**config.mk**
```make
export PLATFORM = sky130hd
export DESIGN_NAME = multi_channel_soft_watchdog_top
export DESIGN_NICKNAME = d
export VERILOG_FILES = /design/src/hdl/mcsw_pkg.sv /design/src/hdl/multi_channel_soft_watchdog_top.sv /design/src/hdl/mcsw_cell.sv
export SDC_FILE = /design/constraint.sdc
export NUM_CORES = 2
export LEC_CHECK = 0
export ABC_CLOCK_PERIOD_IN_PS = 6000
export BUFFER_PORTS_ARGS = -buffer_cell sky130_fd_sc_hd__buf_2
export CORE_MARGIN = 8
export CORE_UTILIZATION = 58
export CTS_CLUSTER_SIZE = 40
export DETAILED_ROUTE_END_ITERATION = 10
export MAX_ROUTING_LAYER = met4
export PLACE_DENSITY = 0.74
export SYNTH_ARGS = -nofsm -noshare
export SYNTH_HDL_FRONTEND = slang
export SYNTH_SLANG_ARGS = --single-unit
export TNS_END_PERCENT = 30
```
**constraint.sdc**
```tcl
create_clock -name clk -period 6 [get_ports clk]
set_input_delay 0.3 -clock clk [delete_from_list [all_inputs] [get_ports clk]]
set_output_delay 0.3 -clock clk [all_outputs]
set_load 0.05 [all_outputs]
```
**src/hdl/mcsw_pkg.sv**
```systemverilog
// Package for the multi-channel watchdog: operation codes, flags, widths and shared types.
package mcsw_pkg;

  localparam int ID_W        = 4;
  localparam int TIME_W      = 32;
  localparam int OP_W        = 3;
  localparam int MODE_W      = 3;
  localparam int NUM_ENTRIES = 16;
  localparam int MAX_RESULTS = 16;
  localparam int RES_W       = $clog2(MAX_RESULTS + 1);

  // Flag bit positions inside an entry.
  localparam int FLAG_SUSPEND = 0;
  localparam int FLAG_ARMED   = 1;
  localparam int FLAG_ENABLED = 2;

  typedef enum logic [OP_W-1:0] {
    OP_ADD     = 3'd0,
    OP_FEED    = 3'd1,
    OP_ENABLE  = 3'd2,
    OP_DISABLE = 3'd3,
    OP_CHECK   = 3'd4
  } op_t;

  typedef enum logic [1:0] {
    ST_IDLE,
    ST_SCAN,
    ST_DRAIN
  } state_t;

  // Write command broadcast to every cell; only the selected cell acts on it.
  typedef struct packed {
    logic              wr_add;
    logic              wr_feed;
    logic              wr_enable;
    logic              wr_disable;
    logic [TIME_W-1:0] timeout;
    logic [TIME_W-1:0] now;
    logic [MODE_W-1:0] mode;
  } cmd_t;

endpackage

```
**src/hdl/multi_channel_soft_watchdog_top.sv**
```systemverilog
// Top level of the multi-channel watchdog: request decode, scan control and result output.
//
// Usage. A request is taken at a rising edge where start is high and busy is low.
// in_op selects add, feed, enable, disable or check; the other in_ fields carry
// the entry index, the timeout, the initial flags and the current time.
// Every result appears on the out_ ports for exactly one cycle with out_valid
// high; out_last marks the final result of a request. The receiver cannot stall
// the block, so results are never held back.
//
// Request handling. Add, feed, enable, disable and unused codes produce
// their single result in the cycle after acceptance, and busy stays low, so one
// such request can be taken every cycle. A check passes a token down the row of
// entry cells, one cell per cycle, and each cell compares its own elapsed time
// against its timeout. A check keeps busy high for the walk and for a drain
// state that delivers the final result; an empty table answers without a scan.
// Each expired entry is held back until the next expiry or the drain, so
// that the last one can carry out_last; a check reports at most sixteen entries.
//
// Reset (rst_n low, synchronous) empties the table and returns to idle; entry
// contents are left as they are and are only read after being added again.
module multi_channel_soft_watchdog_top #(
  parameter int NUM_ENTRIES = mcsw_pkg::NUM_ENTRIES
) (
  input  logic                         clk,
  input  logic                         rst_n,
  input  logic                         start,
  output logic                         busy,
  input  logic [mcsw_pkg::OP_W-1:0]    in_op,
  input  logic [mcsw_pkg::ID_W-1:0]    in_entry_id,
  input  logic [mcsw_pkg::TIME_W-1:0]  in_timeout_ms,
  input  logic [mcsw_pkg::MODE_W-1:0]  in_mode_bits,
  input  logic [mcsw_pkg::TIME_W-1:0]  in_now_ms,
  output logic                         out_valid,
  output logic                         out_ok,
  output logic [mcsw_pkg::ID_W-1:0]    out_new_id,
  output logic                         out_fired,
  output logic [mcsw_pkg::ID_W-1:0]    out_fired_id,
  output logic                         out_last
);
  import mcsw_pkg::*;

  localparam int IDX_W = (NUM_ENTRIES > 1) ? $clog2(NUM_ENTRIES) : 1;
  localparam int CNT_W = $clog2(NUM_ENTRIES + 1);
  localparam int CMP_W = (CNT_W > ID_W) ? CNT_W : ID_W;

  state_t             state_r, state_nxt;
  logic [CNT_W-1:0]   count_r, count_nxt;
  logic [IDX_W-1:0]   scan_idx_r, scan_idx_nxt;
  logic [RES_W-1:0]   rcnt_r, rcnt_nxt;
  logic [TIME_W-1:0]  scan_now_r, scan_now_nxt;
  logic               pend_v_r, pend_v_nxt;
  logic [ID_W-1:0]    pend_id_r, pend_id_nxt;

  logic               out_valid_r, out_valid_nxt;
  logic               out_ok_r, out_ok_nxt;
  logic [ID_W-1:0]    out_new_id_r, out_new_id_nxt;
  logic               out_fired_r, out_fired_nxt;
  logic [ID_W-1:0]    out_fired_id_r, out_fired_id_nxt;
  logic               out_last_r, out_last_nxt;

  cmd_t               cmd;
  logic [IDX_W-1:0]   sel;
  logic               inject;
  logic               abort;
  logic               accept;
  logic               known;
  logic               fire_any;
  logic               scan_end;
  logic [CMP_W-1:0]   id_ext;
  logic [CMP_W-1:0]   cnt_ext;
  logic [CMP_W-1:0]   scan_ext;
  logic [NUM_ENTRIES-1:0] tok_vec;
  logic [NUM_ENTRIES-1:0] fire_vec;

  assign busy     = (state_r != ST_IDLE);
  assign accept   = start && !busy;
  assign id_ext   = CMP_W'(in_entry_id);
  assign cnt_ext  = CMP_W'(count_r);
  assign scan_ext = CMP_W'(scan_idx_r);
  assign known    = (id_ext < cnt_ext);
  assign fire_any = |fire_vec;
  // The scan stops after the last live entry or once the result limit is met.
  assign scan_end = (scan_ext == cnt_ext - CMP_W'(1)) ||
                    (fire_any && (rcnt_r == RES_W'(MAX_RESULTS - 1)));

  always_comb begin
    state_nxt        = state_r;
    count_nxt        = count_r;
    scan_idx_nxt     = scan_idx_r;
    rcnt_nxt         = rcnt_r;
    scan_now_nxt     = scan_now_r;
    pend_v_nxt       = pend_v_r;
    pend_id_nxt      = pend_id_r;
    out_valid_nxt    = 1'b0;
    out_ok_nxt       = 1'b0;
    out_new_id_nxt   = '0;
    out_fired_nxt    = 1'b0;
    out_fired_id_nxt = '0;
    out_last_nxt     = 1'b0;
    cmd              = '0;
    cmd.timeout      = in_timeout_ms;
    cmd.now          = in_now_ms;
    cmd.mode         = in_mode_bits;
    sel              = id_ext[IDX_W-1:0];
    inject           = 1'b0;
    abort            = 1'b0;

    case (state_r)
      ST_IDLE: begin
        if (accept) begin
          out_valid_nxt = 1'b1;
          out_last_nxt  = 1'b1;
          case (op_t'(in_op))
            OP_ADD: begin
              sel = cnt_ext[IDX_W-1:0];
              if (count_r < CNT_W'(NUM_ENTRIES)) begin
                cmd.wr_add     = 1'b1;
                count_nxt      = count_r + CNT_W'(1);
                out_ok_nxt     = 1'b1;
                out_new_id_nxt = cnt_ext[ID_W-1:0];
              end
            end
            OP_FEED: begin
              cmd.wr_feed = known;
              out_ok_nxt  = known;
            end
            OP_ENABLE: begin
              cmd.wr_enable = known;
              out_ok_nxt    = known;
            end
            OP_DISABLE: begin
              cmd.wr_disable = known;
              out_ok_nxt     = known;
            end
            OP_CHECK: begin
              out_ok_nxt = 1'b1;
              if (count_r != '0) begin
                // Hold the answer back and start the token at entry zero.
                out_valid_nxt = 1'b0;
                out_last_nxt  = 1'b0;
                inject        = 1'b1;
                scan_idx_nxt  = '0;
                rcnt_nxt      = '0;
                pend_v_nxt    = 1'b0;
                scan_now_nxt  = in_now_ms;
                state_nxt     = ST_SCAN;
              end
            end
            default: begin
              out_ok_nxt = 1'b0;
            end
          endcase
        end
      end
      ST_SCAN: begin
        if (fire_any) begin
          // A new expiry releases the one held before it, which cannot be last.
          if (pend_v_r) begin
            out_valid_nxt    = 1'b1;
            out_ok_nxt       = 1'b1;
            out_fired_nxt    = 1'b1;
            out_fired_id_nxt = pend_id_r;
          end
          pend_v_nxt  = 1'b1;
          pend_id_nxt = scan_ext[ID_W-1:0];
          rcnt_nxt    = rcnt_r + RES_W'(1);
        end
        if (scan_end) begin
          abort     = 1'b1;
          state_nxt = ST_DRAIN;
        end else begin
          scan_idx_nxt = scan_idx_r + IDX_W'(1);
        end
      end
      ST_DRAIN: begin
        out_valid_nxt    = 1'b1;
        out_ok_nxt       = 1'b1;
        out_fired_nxt    = pend_v_r;
        out_fired_id_nxt = pend_v_r ? pend_id_r : '0;
        out_last_nxt     = 1'b1;
        state_nxt        = ST_IDLE;
      end
      default: begin
        state_nxt = ST_IDLE;
      end
    endcase
  end

  // Row of entry cells; the scan token moves one cell per cycle.
  for (genvar gi = 0; gi < NUM_ENTRIES; gi++) begin : g_cell
    mcsw_cell #(
      .IDX_W    (IDX_W),
      .CELL_IDX (gi)
    ) u_cell (
      .clk      (clk),
      .rst_n    (rst_n),
      .cmd      (cmd),
      .sel      (sel),
      .tok_in   ((gi == 0) ? inject : tok_vec[(gi == 0) ? 0 : gi - 1]),
      .abort    (abort),
      .scan_now (scan_now_r),
      .tok_out  (tok_vec[gi]),
      .fire     (fire_vec[gi])
    );
  end

  always_ff @(posedge clk) begin
    if (!rst_n) begin
      state_r     <= ST_IDLE;
      count_r     <= '0;
      out_valid_r <= 1'b0;
      pend_v_r    <= 1'b0;
    end else begin
      state_r     <= state_nxt;
      count_r     <= count_nxt;
      out_valid_r <= out_valid_nxt;
      pend_v_r    <= pend_v_nxt;
    end
  end

  always_ff @(posedge clk) begin
    scan_idx_r     <= scan_idx_nxt;
    rcnt_r         <= rcnt_nxt;
    scan_now_r     <= scan_now_nxt;
    pend_id_r      <= pend_id_nxt;
    out_ok_r       <= out_ok_nxt;
    out_new_id_r   <= out_new_id_nxt;
    out_fired_r    <= out_fired_nxt;
    out_fired_id_r <= out_fired_id_nxt;
    out_last_r     <= out_last_nxt;
  end

  assign out_valid    = out_valid_r;
  assign out_ok       = out_ok_r;
  assign out_new_id   = out_new_id_r;
  assign out_fired    = out_fired_r;
  assign out_fired_id = out_fired_id_r;
  assign out_last     = out_last_r;

  // At most one cell holds the scan token, and only during a scan.
  a_token_onehot: assert property (@(posedge clk) disable iff (!rst_n)
    $onehot0(tok_vec) && ((state_r == ST_SCAN) || (tok_vec == '0)))
    else $error("scan token duplicated or outside a scan");

  // Only the token holder can report an expiry.
  a_fire_onehot: assert property (@(posedge clk) disable iff (!rst_n)
    $onehot0(fire_vec) && ((fire_vec & ~tok_vec) == '0))
    else $error("expiry reported by a cell without the token");

  // The drain cycle always delivers the final result of a check.
  a_drain_last: assert property (@(posedge clk) disable iff (!rst_n)
    (state_r == ST_DRAIN) |=> (out_valid && out_last && out_ok))
    else $error("check finished without a final result");

  // A non-empty check makes the block busy and silent in the next cycle.
  a_check_busy: assert property (@(posedge clk) disable iff (!rst_n)
    (accept && (in_op == OP_CHECK) && (count_r != '0)) |=> (busy && !out_valid))
    else $error("check did not enter the scan");

endmodule

```
**src/hdl/mcsw_cell.sv**
```systemverilog
// One watchdog entry: its timeout, last feed time, flags and the scan token stage.
module mcsw_cell #(
  parameter int IDX_W    = 4,
  parameter int CELL_IDX = 0
) (
  input  logic                       clk,
  input  logic                       rst_n,
  input  mcsw_pkg::cmd_t             cmd,
  input  logic [IDX_W-1:0]           sel,
  input  logic                       tok_in,
  input  logic                       abort,
  input  logic [mcsw_pkg::TIME_W-1:0] scan_now,
  output logic                       tok_out,
  output logic                       fire
);
  import mcsw_pkg::*;

  logic [TIME_W-1:0] timeout_r, timeout_nxt;
  logic [TIME_W-1:0] feed_r, feed_nxt;
  logic [MODE_W-1:0] flags_r, flags_nxt;
  logic              tok_r, tok_nxt;
  logic              hit;
  logic [TIME_W-1:0] elapsed;

  assign hit     = (sel == IDX_W'(CELL_IDX));
  assign elapsed = scan_now - feed_r;
  assign fire    = tok_r && flags_r[FLAG_ARMED] && flags_r[FLAG_ENABLED] &&
                   (elapsed > timeout_r);
  assign tok_out = tok_r;

  always_comb begin
    timeout_nxt = timeout_r;
    feed_nxt    = feed_r;
    flags_nxt   = flags_r;
    tok_nxt     = abort ? 1'b0 : tok_in;
    if (hit && cmd.wr_add) begin
      timeout_nxt = cmd.timeout;
      feed_nxt    = cmd.now;
      flags_nxt   = cmd.mode;
    end else if (hit && cmd.wr_feed) begin
      feed_nxt = cmd.now;
      if (flags_r[FLAG_SUSPEND]) begin
        flags_nxt[FLAG_ARMED] = 1'b1;
      end
    end else if (hit && cmd.wr_enable) begin
      flags_nxt[FLAG_ENABLED] = 1'b1;
    end else if (hit && cmd.wr_disable) begin
      flags_nxt[FLAG_ENABLED] = 1'b0;
    end else if (fire && flags_r[FLAG_SUSPEND]) begin
      // A reported entry in suspend mode disarms until its next feed.
      flags_nxt[FLAG_ARMED] = 1'b0;
    end
  end

  always_ff @(posedge clk) begin
    timeout_r <= timeout_nxt;
    feed_r    <= feed_nxt;
    flags_r   <= flags_nxt;
  end

  always_ff @(posedge clk) begin
    if (!rst_n) begin
      tok_r <= 1'b0;
    end else begin
      tok_r <= tok_nxt;
    end
  end

endmodule
```
== Yosys cells after proc, flatten, opt, wreduce, memory -nomap -nowiden ==
Index checks and enable logic that the tools add are counted.
Storage, ports and cells
  register bits after elaboration: 1153
  bits of input ports: 77
  logic and storage cells: 695
Operators by class
  muxes and demuxes: 223
  equal/unequal tests: 93
  add/subtract/negate cells: 20
  bitwise gates (word level): 4
  reductions and logical operators: 228
  order comparisons: 18
Operators with widths (count)
  $mux 32: 32
  $gt 32x32->1: 16
  $sub 32x32->32: 16
  $mux 1: 146
  $ne 3x1->1 const B: 48
  $logic_and 1x1->1: 130
  $reduce_bool 3->1: 32
  $reduce_and 4->1: 19
  $mux 4: 11
  $mux 2: 20
  $reduce_bool 2->1: 18
  $ne 2x1->1 const B: 17
  $reduce_and 2->1: 17
  $eq 4x4->1 const B: 8
  $mux 5: 4
  $eq 4x3->1 const B: 4
  $pmux 4 s2: 2
  $reduce_or 16->1: 1
  $add 5x1->5 const B: 2
  $ne 2x2->1 const B: 5
  $pmux 5 s2: 1
  $reduce_and 5->1: 2
  $pmux 1 s3: 3
  $eq 4x2->1 const B: 2
  other kinds (24): 30

== Logic depth before layout (Yosys ltp) ==
  depth in word-level cells: 11
  gate-level depth with buffers: 28

== By module ==
Synthesis repeated with hierarchy kept, for this count alone.
Second synthesis, totals
  cell total of the unflattened synthesis: 7629
  area, all modules: 78363.9 um^2
By module, submodules not included
  mcsw_cell at g_cell[0].u_cell ...: times used 3, cells an instance 463, sequential area each 2031.9 um^2, area each 4752.1 um^2
  mcsw_cell at g_cell[1].u_cell ...: times used 3, cells an instance 472, sequential area each 2031.9 um^2, area each 4707.0 um^2
  mcsw_cell at g_cell[5].u_cell ...: times used 2, cells an instance 472, sequential area each 2031.9 um^2, area each 4709.5 um^2
  mcsw_cell at g_cell[9].u_cell: times used 1, cells an instance 457, sequential area each 2031.9 um^2, area each 4819.6 um^2
  mcsw_cell at g_cell[8].u_cell: times used 1, cells an instance 457, sequential area each 2031.9 um^2, area each 4818.4 um^2
  mcsw_cell at g_cell[10].u_cell: times used 1, cells an instance 462, sequential area each 2031.9 um^2, area each 4752.1 um^2
  mcsw_cell at g_cell[15].u_cell: times used 1, cells an instance 462, sequential area each 2031.9 um^2, area each 4747.1 um^2
  mcsw_cell at g_cell[12].u_cell: times used 1, cells an instance 451, sequential area each 2031.9 um^2, area each 4703.3 um^2
  mcsw_cell at g_cell[11].u_cell: times used 1, cells an instance 471, sequential area each 2031.9 um^2, area each 4698.3 um^2
  mcsw_cell at g_cell[3].u_cell: times used 1, cells an instance 472, sequential area each 2031.9 um^2, area each 4698.3 um^2
  mcsw_cell at g_cell[7].u_cell: times used 1, cells an instance 447, sequential area each 2031.9 um^2, area each 4647.0 um^2
  multi_channel_soft_watchdog_top: times used 1, cells an instance 201, sequential area each 1751.7 um^2, area each 2683.8 um^2

== Least setup slack after synthesis ==
No wires, ideal clock.
  kind: register -> register
  start point: register scan_now_r[1]
  end point: register scan_idx_r[0] (enable)
  period minus slack after synthesis: 6.347 ns
  path slack: -0.347 ns
  data arrival time: 6.007 ns
  cell stages (with the launch flop): 25
  required time: 5.661 ns
  path through: edfxtp_1 fa_1 a21o_1 a21oi_1 o211ai_1 a21oi_1 nor4_1 a31oi_1 o211ai_1 o41ai_2 o22ai_1 o41a_1 xor2_1 ha_1 nand4_1 or2_1 nor4_2 a31oi_1 and2_1 a22oi_1 a21boi_1 and4bb_1 a41o_1 nand3_1 a21oi_1
Between the ends
  longest elaborated chain between the ends: 8
Ends and longest elaborated chain
  start, declared: RTL line multi_channel_soft_watchdog_top.sv:50  | logic [TIME_W-1:0] scan_now_r, scan_now_nxt;
  start signal, assigned: RTL line multi_channel_soft_watchdog_top.sv:224  | scan_now_r <= scan_now_nxt;
  $sub 32x32->32: RTL line mcsw_cell.sv:26  | assign elapsed = scan_now - feed_r;
  $gt 32x32->1: RTL line mcsw_cell.sv:28  | (elapsed > timeout_r);
  $logic_and 1x1->1: RTL line mcsw_cell.sv:27  | assign fire = tok_r && flags_r[FLAG_ARMED] && flags_r[FLAG_ENABLED] &&
  $reduce_or 16->1 *: RTL line multi_channel_soft_watchdog_top.sv:81  | assign fire_any = |fire_vec;
  $logic_and 1x1->1 *: RTL line multi_channel_soft_watchdog_top.sv:84  | (fire_any && (rcnt_r == RES_W'(MAX_RESULTS - 1)));
  $logic_or 1x1->1 *: RTL line multi_channel_soft_watchdog_top.sv:83  | assign scan_end = (scan_ext == cnt_ext - CMP_W'(1)) ||
  $ne 2x2->1 (no line) *
  $reduce_and 5->1 (no line) *
  end signal, assigned: RTL line multi_channel_soft_watchdog_top.sv:222  | scan_idx_r <= scan_idx_nxt;
  end, declared: RTL line multi_channel_soft_watchdog_top.sv:48  | logic [IDX_W-1:0] scan_idx_r, scan_idx_nxt;
Every way passes the cells marked *; elsewhere a longest branch is shown, timed or not.
A chain may end at the register's enable or synchronous reset.

== Worst setup path after layout ==
  start point: register scan_now_r[0]
  end point: register out_fired_id_r[2], in the netlist out_fired_id[2]
Between the ends
  longest elaborated chain between the ends: 6
Ends and longest elaborated chain
  $sub 32x32->32: RTL line mcsw_cell.sv:26
  $gt 32x32->1: RTL line mcsw_cell.sv:28
  $logic_and 1x1->1: RTL line mcsw_cell.sv:27
  $reduce_or 16->1 *: RTL line multi_channel_soft_watchdog_top.sv:81
  $mux 4 *: RTL line multi_channel_soft_watchdog_top.sv:156  | if (fire_any) begin
  $pmux 4 s2 *: RTL line multi_channel_soft_watchdog_top.sv:108  | case (state_r)
  named net out_fired_id_nxt[2]: RTL line multi_channel_soft_watchdog_top.sv:58  | logic [ID_W-1:0] out_fired_id_r, out_fired_id_nxt;
  end signal, assigned: RTL line multi_channel_soft_watchdog_top.sv:229  | out_fired_id_r <= out_fired_id_nxt;
  end, declared: RTL line multi_channel_soft_watchdog_top.sv:58
Mark *: on every way through the listed nets, which the timed path passes. The rest lies on a longest branch.

==> reports/results.tsv <==
stage	metric	value	unit
synthesis	Mapped Area	73500	um^2
pwr	Logic pwr share	0.039	
cts	CTS Root Buffer Type	clkbuf_16	
route	Total Wirelength	215000	um
placement	Area after DPL	81000	um^2
pwr	clock power share	0.463	
cells_and_area	Fillers	9191	
worst_setup_path	worst stage delay on the critical path	0.61	ns
timing	post-route setup slack	-0.419	ns
cts	CTS tree	yes	
cells_and_area	Nets	8783	
pwr	maximum vdd drop	0.291	mV
pwr	Sw Ratio	0.219	
run_status	failing checks	negative setup slack	
synthesis	post-synthesis sequential area ratio	0.466	
cells_and_area	area grow syn2layout	17.3	%
grt	first-pass GRT wire length	321000	um
floorplan	die footprint	138000	um^2
pwr	leakage power	39.2	nW
synthesis	Synth Warn #	0	
worst_setup_path	Slowest cell on crit path	or4_4	
floorplan	Starting Density	0.584	
timing	clock skew	0.0405	ns
timing	setup TNS	-11.85	ns
synthesis	Synth cell types	96	
synthesis	Primary FF master, synth	edfxtp_1	
route	number of DRC markers in iteration 0	5270	
cells_and_area	layout cells sized above 1	0.152	
worst_setup_path	critical path class	flop to flop	
placement	DPL Wire Length	157000	um
cts	H-tree depth	4	
floorplan	IO Pins	90	
synthesis	dominant cell type by area after synthesis	edfxtp_1	
synthesis	Post-synth EDFFs	1117	
pwr	Psw	3.92	mW
synthesis	Post-Synthesis Cells	6830	
route	Avg Vias per Cell	5.95	
grt	initial antenna violation count	21	
worst_setup_path	R2R setup slack	-0.42	ns
cts	CTS sink cnt	1153	
worst_setup_path	Required @ worst endpoint	6.65	ns
grt	vias in the first global route	56700	
route	drt pass-1 iters	8	
floorplan	core area	126000	um^2
pwr	sequential power share	0.498	
timing	final setup vio count	39	
grt	largest net degree at the start of global routing	35	
route	post-route ant nets	0	
route	vias	56000	
timing	fmax	0.156	GHz
grt	GRT overflow	0	
route	WL/cell	22.8	um
timing	Final Hold Fails	0	
grt	gr usage total	0.316	
synthesis	Mapped Nets	7944	
synthesis	Synth top cells by count	edfxtp_1, inv_1, ha_1	
timing	pins over their slew limit	0	
worst_setup_path	crit path launch type	flop	
hold_path	Min-Delay Path Class	primary input to flop	
cts	worst-skew pair later-pin latency	0.78	ns
floorplan	DIE WIDTH	372	um
cts	CTS buffer count	133	
route	post-route DRC violation count	0	
cts	CTS clk-pin slew, worst paths	0.06	ns
synthesis	count leader, synth	edfxtp_1	
synthesis	Async SR Flop Fraction	0	
timing	Tmin final	6.42	ns
synthesis	Synth top area share	0.456	
placement	routability cong.	0.968	
pwr	Int Power	13.9	mW
pwr	Pwr Total	17.8	mW
timing	Max-slew headroom	0.109	
floorplan	Rows	130	
run	# Max-Cap Violations	0	
placement	PortBufs	89	
synthesis	number of synthesized register bits	1153	
synthesis	syn_area_per_cell	10.8	um^2
cts	CTS max path bufs	3	
timing	WHS	0.0591	ns
cells_and_area	Final Cell Area	86200	um^2
floorplan	Die Y	372	um
timing	period utilisation layout	1.07	
pwr	PwrDens	207	nW/um^2
worst_setup_path	critical path capture point type	flop	
run_status	status	complete, but fails checks	
timing	Worst Max-Slew Pin Slew	1.32	ns
worst_setup_path	data arrival time of the worst path	7.07	ns
timing	unrepaired setup endpoints after global routing	yes	
worst_setup_path	CP max FO	5	
synthesis	top cells by area, synth	edfxtp_1, ha_1, inv_1	
routing by layer:
metal / vias up / track usage / share of wire
met1: 26800 / 0.390 / 0.39
met4: 0 / 0.162 / 0.059
met3: 608 / 0.0434 / 0.087
met5: - / - / 0
met2: 2402 / 0.509 / 0.46
li1: 26200 / - / -
metrics by stage:
| step | std cells | setup WS (ns) | utilization |
|---|---|---|---|
| 2_1_floorplan | 6830 | -0.0504 | - |
| 4_1_cts | 9411 | -0.331 | 0.683 |
| 3_3_place_gp | 9154 | -0.625 | 0.644 |
| 6_report | 9422 | -0.419 | 0.686 |
| 3_5_place_dp | 9154 | -0.716 | 0.644 |
| 5_1_grt | 9422 | -0.610 | 0.686 |
layout by cell type (no fill, tap or decap), drive strengths merged, types with 11 or more instances in the layout:
master / count
clkbuf: 164
o21ai: 255
o21a: 90
xor2: 119
and2: 23
nor3b: 13
a31oi: 44
a221oi: 18
nor2b: 105
or3: 42
dfxtp: 36
o2111ai: 11
o31ai: 25
clkinv: 45
nor3: 90
o211ai: 38
nor2: 378
a31o: 13
o31a: 12
and4: 17
and3: 48
o21bai: 67
nor4: 23
nand2: 242
xnor2: 348
bufinv: 15
a21o: 392
buf: 745
fa: 16
inv: 1120
a211oi: 46
or2: 41
nand2b: 81
nand3: 104
nand4: 131
a21oi: 536
edfxtp: 1117
ha: 1021
timing repair:
item	4_1_cts	5_1_grt
setup endpoints to repair	40	46
hold endpoints to repair	26	0
pin swaps	88	51
gates resized for setup	82	58
hold buffers	2	0
setup buffers	18	10
cell families (layout without fill, tap and decap cells):
logic type	Yosys count	after routing	synth area share
xor+xnor	467	467	0.0557
other cells	0	1	0
fa+ha+maj	1037	1037	0.178
mux	4	4	0.000545
buf+inv	1152	2093	0.0590
simple gates	1360	1360	0.0933
compound gates	1657	1657	0.147
flops	1153	1153	0.466
worst max-delay path, delay by kind of cell (launching register included):
kind | cells | cell delay (ns)
AOI/OAI and AO/OA | 17 | 3.19
adders and majority gates | 3 | 0.67
buffers and inverters | 8 | 0.95
DFF | 1 | 0.37
muxes | 1 | 0.19
and+or+nand+nor | 4 | 0.96
power by group through the flow:
stage	logic [mW]	registers, mW	clock network (mW)
after detailed placement	0.675	9.05	0
after floorplan	0.267	9.05	0
final	0.705	8.88	8.26
after global routing	0.741	8.88	8.61
after CTS	0.688	8.88	8.34
after global placement	0.660	9.05	0
final timing paths:
kind                                   from                              to  depth (start not counted)
setup / recovery              scan_now_r[0]                 out_fired_id[2]                         33
hold / removal            in_timeout_ms[19]  g_cell[8].u_cell.timeout_r[19]                          1
setup reg to reg              scan_now_r[0]                 out_fired_id[2]                         33
hold reg to reg   g_cell[12].u_cell.tok_out       g_cell[13].u_cell.tok_out                          2
cell type report:
class | instances | area [um^2] | area share
Multi-Input combinational cell | 4525 | 35800 | 0.415
Sequential cell | 1153 | 34300 | 0.397
Timing Repair Buffer | 747 | 5580 | 0.0647
Inverter | 1109 | 4160 | 0.0483
Clock buffer | 164 | 3580 | 0.0415
Tap cell | 1650 | 2060 | 0.0239
Clock inverter | 73 | 773 | 0.00897
Antenna cell | 1 | 2.50 | 0.0000290
registers in the layout, summed over array words and instances, names as in the netlist:
register / count
out_fired_id: 4
rcnt_r: 5
out_ok: 1
out_valid: 1
g_cell.u_cell.tok_out: 16
out_new_id: 4
out_fired: 1
g_cell.u_cell.feed_r: 512
state_r: 2
pend_v_r: 1
scan_now_r: 32
scan_idx_r: 4
pend_id_r: 4
g_cell.u_cell.timeout_r: 512
g_cell.u_cell.flags_r: 48
out_last: 1
cnt_ext: 5
Note: power is estimated with default switching activity, not from simulation.
